<file path="src/hdl/tcgw_pkg.sv">
// Shared types and constants for the text console glyph writer.
// Used by the controller, the datapath and the top level; depends on nothing.
`timescale 1ns / 1ps

package tcgw_pkg;

    // Character codes with a meaning of their own.
    localparam logic [7:0] CODE_BACKSPACE = 8'd8;
    localparam logic [7:0] CODE_NEWLINE   = 8'd10;
    localparam logic [7:0] FIRST_CODE     = 8'd32;

    // Cursor geometry.
    localparam int CELL      = 8;
    localparam int LINE_STEP = 10;

    // Configuration register indexes.
    typedef logic [1:0] t_reg_idx;
    localparam t_reg_idx REG_SCREEN_WIDTH  = 2'd0;
    localparam t_reg_idx REG_SCREEN_HEIGHT = 2'd1;
    localparam t_reg_idx REG_TEXT_COLOR    = 2'd2;
    localparam t_reg_idx REG_ERASE_COLOR   = 2'd3;

    // Configuration reset values.
    localparam logic [12:0] RST_SCREEN_WIDTH  = 13'd800;
    localparam logic [12:0] RST_SCREEN_HEIGHT = 13'd600;
    localparam logic [23:0] RST_TEXT_COLOR    = 24'hFFFFFF;
    localparam logic [23:0] RST_ERASE_COLOR   = 24'h000080;

    // Kind of the word being worked on.
    typedef logic [2:0] t_kind;
    localparam t_kind KIND_LOAD      = 3'd0;
    localparam t_kind KIND_NEWLINE   = 3'd1;
    localparam t_kind KIND_BACKSPACE = 3'd2;
    localparam t_kind KIND_GLYPH     = 3'd3;
    localparam t_kind KIND_BLANK     = 3'd4;

    // Commands from the controller to the datapath.
    typedef struct packed {
        logic latch_item;
        logic load_write;
        logic newline;
        logic back_step;
        logic advance;
        logic clear_pos;
        logic scan_step;
        logic flush;
    } t_cmd;

    // Status from the datapath to the controller.
    typedef struct packed {
        t_kind kind;
        logic  emit;
        logic  pend_valid;
        logic  out_free;
        logic  scan_last;
        logic  row_end;
    } t_status;

endpackage

</file>
<file path="src/hdl/tcgw_ctrl.sv">
// Controller state machine of the text console glyph writer.
// Depends on tcgw_pkg; drives the datapath through t_cmd and reads t_status.
`timescale 1ns / 1ps

module tcgw_ctrl (
    input  logic             i_clk,
    input  logic             i_rst_n,
    input  logic             i_in_valid,
    output logic             o_in_ready,
    input  tcgw_pkg::t_status i_sts,
    output tcgw_pkg::t_cmd   o_cmd
);
    import tcgw_pkg::*;

    localparam logic [2:0] ST_IDLE   = 3'd0;
    localparam logic [2:0] ST_DECODE = 3'd1;
    localparam logic [2:0] ST_FETCH  = 3'd2;
    localparam logic [2:0] ST_SCAN   = 3'd3;
    localparam logic [2:0] ST_FLUSH  = 3'd4;
    localparam logic [2:0] ST_ADV    = 3'd5;

    logic [2:0] r_state;
    logic [2:0] n_state;
    logic       w_step_ok;

    // A scan step would overwrite an unread output word only when a pixel is
    // found while one is already pending and the output is still full.
    assign w_step_ok = !(i_sts.emit && i_sts.pend_valid && !i_sts.out_free);

    assign o_in_ready = (r_state == ST_IDLE);

    // Next state and commands.
    always_comb begin
        n_state = r_state;
        o_cmd   = '0;
        unique case (r_state)
            ST_IDLE: begin
                if (i_in_valid) begin
                    o_cmd.latch_item = 1'b1;
                    n_state          = ST_DECODE;
                end
            end
            ST_DECODE: begin
                unique case (i_sts.kind)
                    KIND_LOAD: begin
                        o_cmd.load_write = 1'b1;
                        n_state          = ST_IDLE;
                    end
                    KIND_NEWLINE: begin
                        o_cmd.newline = 1'b1;
                        n_state       = ST_IDLE;
                    end
                    KIND_BACKSPACE: begin
                        o_cmd.back_step = 1'b1;
                        o_cmd.clear_pos = 1'b1;
                        n_state         = ST_SCAN;
                    end
                    KIND_GLYPH: begin
                        o_cmd.clear_pos = 1'b1;
                        n_state         = ST_FETCH;
                    end
                    default: begin
                        n_state = ST_ADV;
                    end
                endcase
            end
            ST_FETCH: begin
                n_state = ST_SCAN;
            end
            ST_SCAN: begin
                if (w_step_ok) begin
                    o_cmd.scan_step = 1'b1;
                    if (i_sts.scan_last) begin
                        n_state = ST_FLUSH;
                    end else if (i_sts.row_end && i_sts.kind == KIND_GLYPH) begin
                        n_state = ST_FETCH;
                    end
                end
            end
            ST_FLUSH: begin
                if (!i_sts.pend_valid || i_sts.out_free) begin
                    o_cmd.flush = 1'b1;
                    n_state     = (i_sts.kind == KIND_BACKSPACE) ? ST_IDLE : ST_ADV;
                end
            end
            ST_ADV: begin
                o_cmd.advance = 1'b1;
                n_state       = ST_IDLE;
            end
            default: begin
                n_state = ST_IDLE;
            end
        endcase
    end

    // State register.
    always_ff @(posedge i_clk) begin
        if (!i_rst_n) begin
            r_state <= ST_IDLE;
        end else begin
            r_state <= n_state;
        end
    end

endmodule

</file>
<file path="config.mk">
export PLATFORM = sky130hd
export DESIGN_NAME = tcgw_ctrl
export DESIGN_NICKNAME = d
export VERILOG_FILES = /design/src/hdl/tcgw_pkg.sv /design/src/hdl/tcgw_ctrl.sv
export SDC_FILE = /design/constraint.sdc
export NUM_CORES = 1
export LEC_CHECK = 0
export ABC_AREA = 1
export BUFFER_PORTS_ARGS = -buffer_cell sky130_fd_sc_hd__buf_4
export CAP_MARGIN = 10
export CORE_AREA = 2 2 39 41
export DETAILED_ROUTE_END_ITERATION = 16
export DIE_AREA = 0 0 41 43
export PLACE_DENSITY = 0.5
export SLEW_MARGIN = 30
export SYNTH_ARGS = -nofsm -noshare
export SYNTH_HDL_FRONTEND = slang
export SYNTH_SLANG_ARGS = --single-unit
</file>
<file path="constraint.sdc">
create_clock -name i_clk -period 2.32 [get_ports i_clk]
set_input_delay 0.116 -clock i_clk [delete_from_list [all_inputs] [get_ports i_clk]]
set_output_delay 0.116 -clock i_clk [all_outputs]
set_load 0.02 [all_outputs]
</file>
# Yosys cells after proc, flatten, opt, wreduce, memory -nomap -nowiden
# Cells that the tools add are included.
# Widths: inputs -> output; s select.
[totals]
elab_cells = 45
reg_bits = 3
in_bits = 11
[classes]
n_eq_ne = 12
n_mux = 21
n_reduce_logical = 11
[ops]
columns = ["op", "n"]
rows = [
  ["$mux 3", 7],
  ["$pmux 3 s5", 1],
  ["$eq 3x2->1 const B", 4],
  ["$mux 1", 12],
  ["$pmux 3 s3", 1],
  ["$eq 3x1->1 const B", 2],
  ["$eq 3x3->1 const B", 2],
  ["$logic_not 3->1", 2],
  ["$ne 2x2->1 const B", 3],
  ["$reduce_and 4->1", 1],
  ["$reduce_or 2->1", 2],
  ["$logic_and 1x1->1", 3],
  ["$ne 3x3->1 const B", 1],
  ["$logic_not 1->1", 2],
  ["$logic_or 1x1->1", 1],
]

# Logic depth before layout (Yosys ltp)
[depth]
depth_word = 6
mapped_depth = 9

# Least setup slack after synthesis
# OpenSTA, ideal clock, no wires.
[synth_timing]
kind = "flip-flop to output port"
startpoint = "reg r_state[1]"
endpoint = "out o_cmd[5] (netlist bit)"
setup_slack_ps = 1004
stages_incl_launch_ff = 4
arrival_time_ps = 1200
required_ps = 2204
n_path_buf = 0
cell_sequence = "dfxtp_1 inv_1 nand3_1 nor4_1"
[synth_lines]
columns = ["item", "line_no", "text"]
rows = [
  ["start: declaration", "tcgw_ctrl.sv:22", "logic [2:0] r_state;"],
  ["start signal: assignment", "tcgw_ctrl.sv:101", "r_state <= n_state;"],
  ["end: declaration", "tcgw_ctrl.sv:11", "output tcgw_pkg::t_cmd o_cmd"],
]

==> summary.txt <==
Layout
  • Fraction of final layout cells sized beyond drive strength 1: between 20 and 30%
  • Leading cell types in the layout, fill and taps excluded: sky130_fd_sc_hd__nand2_1, sky130_fd_sc_hd__buf_4, sky130_fd_sc_hd__nor2_1, sky130_fd_sc_hd__inv_1, sky130_fd_sc_hd__nand3_1
  • Largest registers: r_state x3
  • Ant. Diodes: 0
  • Final net count: around 100
  • Area added between synthesis and finish: 59.0%
  • Number of flip-flops in the largest register: 3
  • Layout fillers: 160
  • Register with the highest flop count: r_state

Floorplanning
  • Die outline height: approximately 43 µm
  • Core area: between 1000 and 1500 µm²
  • Effective utilization at floorplan: a little under a quarter
  • DIE AREA: around 1800 µm²
  • Width of the chip: between 40 and 50 µm
  • Placement Rows: 14
  • Io pins: 20

GRT
  • First-pass GRT wire length: about 1.3 mm
  • Met3 track demand over resource in global routing: 3.14%
  • Maximum number of pins on one net before global-route repair: 7
  • Total routing resource utilization after global routing: a little over a tenth
  • Global route hottest layer: met2
  • Number of antenna violations at the first check in global routing: 0
  • Global Route met2 Usage: 16.3%
  • Via count of the first global-routing pass: around 370
  • Met1 usage: about 12%
  • Grt total ovfl: 0

Placement
  • RePlAce Congestion: ~0.71
  • Number of buffers inserted by port buffering: 19
  • Post-detail-place hpwl: approximately 720 µm

Clock network
  • TritonCTS buffer count: 3
  • Hold_buf cts: 0
  • CTS root buf: sky130_fd_sc_hd__clkbuf_4
  • Number of buffers inserted by post-CTS setup repair: 0
  • CTS tree: yes
  • # clock sinks: 3
  • Clock transition at the register clock pins on the worst setup and hold paths after CTS: around 40 ps
  • Clk Latency, worst-skew pair: approximately 230 ps
  • Number of levels in the clock H-tree: 1
  • Post-cts gate resize count: 0
  • Maximum clock path buffer count: 2

Synth
  • Mapped Cells: 63
  • Seq/Total Area, Yosys: 18.8%
  • Post-Synthesis Cell Area: around 320 µm²
  • Avg Cell Area, Syn: around 5 µm²
  • Post-Synthesis Net Count: 74
  • Post-synth top area cell: sky130_fd_sc_hd__nand2_1
  • Total number of yosys warnings: 0
  • Unique masters post-synth: 13
  • Largest cells by area after synthesis: sky130_fd_sc_hd__nand2_1, sky130_fd_sc_hd__dfxtp_1, sky130_fd_sc_hd__nor2_1, sky130_fd_sc_hd__inv_1, sky130_fd_sc_hd__nand3_1
  • Area share of the largest cell type after synthesis: approximately 22%
  • Yosys reg bits: 3

Timing
  • Total count of hold-check failures in the final report: 0
  • Final max-slew violation count: 0
  • Minimum period implied by the final worst setup slack: between 1000 and 1500 ps
  • Clock tree skew after final layout: slightly above 0.4 ps
  • Setup repair after global routing missed its margin: false
  • Number of setup violations in the final report: 0
  • Transition time at the pin with the least slew margin: 220 ps
  • Max-slew headroom at the worst pin: around 85%
  • Achievable frequency: roughly 0.74 GHz
  • Fin crit share: 57.9%
  • Aggregate negative setup slack: 0 ps

Power
  • Power consumption: roughly 370 µW
  • Sequential power share: 21.2%
  • Total power per unit cell area: 732 nW/µm²
  • Fraction of power consumed by combinational cells: 54.5%
  • Maximum VDD drop: approximately 0.00030 V
  • Share of power burned in the clock network: between 20% and 30%
  • Switching part of the total: between 40% and 50%
  • Leakage power summed over all cells: roughly 0.29 nW
  • Sw power: between 150 and 200 µW
  • Internal power consumption: approximately 210 µW

Critical path
  • Worst path required time: 2200 ps
  • Start-to-end type of the worst setup path: reg2out
  • Critical path, cell by cell: inv_1 -> nand3_1 -> nor4_1 -> buf_4
  • Stage delay of the slowest cell on the critical path: 300 ps
  • Cells on worst reg2reg path: 9
  • Kind of start point of the critical path: register
  • Critical path data arrival time: 1230 ps
  • Worst Path Max Fanout: 5
  • Critical Path Slowest Stage Cell: sky130_fd_sc_hd__dfxtp_1
  • Critical path capture point type: output pin

Min path
  • Cell depth of the worst hold path: 3
  • Worst min-delay path category: in2reg

Detailed routing
  • Detail-routed net length per standard cell: around 8.3 µm
  • Iteration-0 DRC count of the detailed router: 6
  • Via Count: 434
  • Post-route ant nets: 0
  • Post-route DRC violation count: 0
  • Total wirelength of the detailed-routed design: approximately 850 µm
  • Detailed Routing Iterations Pass 1: 4
  • Detailed-route vias per instance: 4.25

Run status
  • Outcome: completed

Job
  • Max-cap violations: 0
## synthesized netlist by cell type (all sizes together)
master	instances
inv	11
nand4	2
nand3	5
a21oi	2
dfxtp	3
nor4	2
nand2	19
nor3	4
nor2	14
o21ai	1
## per-stage QoR
stage	cell area [µm²]	worst slack, ps	hold slack (ps)	utilization, %	cells
after global routing	509	790	128	36.8	102
after detailed placement	483	1120	355	34.9	98
after global placement	483	1110	366	34.9	98
after floorplan	320	1000	236	-	63
final	509	976	114	36.8	102
after CTS	509	954	110	36.8	102
## layout make-up
class / instances / area [µm²] / area share (%)
Multi-Input combinational cell: 49 / 219 / 43.0
Timing Repair Buffer: 19 / 143 / 28.0
Sequential cell: 3 / 60.1 / 11.8
Inverter: 11 / 41.3 / 8.11
Clock buffer: 4 / 26.3 / 5.16
Tap cell: 16 / 20.0 / 3.93
## critical path: cells and delay by family, from the launching register on
family        cells  cell delay (ps)
buf+inv           2              320
flops             1              300
simple gates      2              370
## power groups by stage
stage / clock network [mW] / registers [mW] / logic [mW]
2_1_floorplan: 0 / 0.0758 / 0.136
5_1_grt: 0.103 / 0.0801 / 0.228
3_5_place_dp: 0 / 0.0795 / 0.204
6_report: 0.0908 / 0.0789 / 0.203
4_1_cts: 0.0966 / 0.0786 / 0.205
3_3_place_gp: 0 / 0.0797 / 0.206
## final timing paths
path | from | to | slack, ps
worst max-delay path | r_state[1] | o_cmd[5] | 980
worst max register to register | r_state[0] | r_state[0] | 1120
worst min-delay path | i_rst_n | r_state[0] | 110
worst min register to register | r_state[0] | r_state[2] | 730
## logic make-up after synthesis
group / count (synthesis) / synth area share, %
AND/OR/NAND/NOR: 46 / 63.7
buffers and inverters: 11 / 12.9
flip-flops: 3 / 18.8
AO/OA/AOI/OAI: 3 / 4.69
## layer usage
layer  routed length (µm)  vias up  part of all wire, %
met2                  471        2                   56
met5                    0        -                    0
met1                  375      186                   44
met3                    1        0                 0.12
li1                     -      246                    -
met4                    0        0                    0
Power figures use the tool's default switching activity.
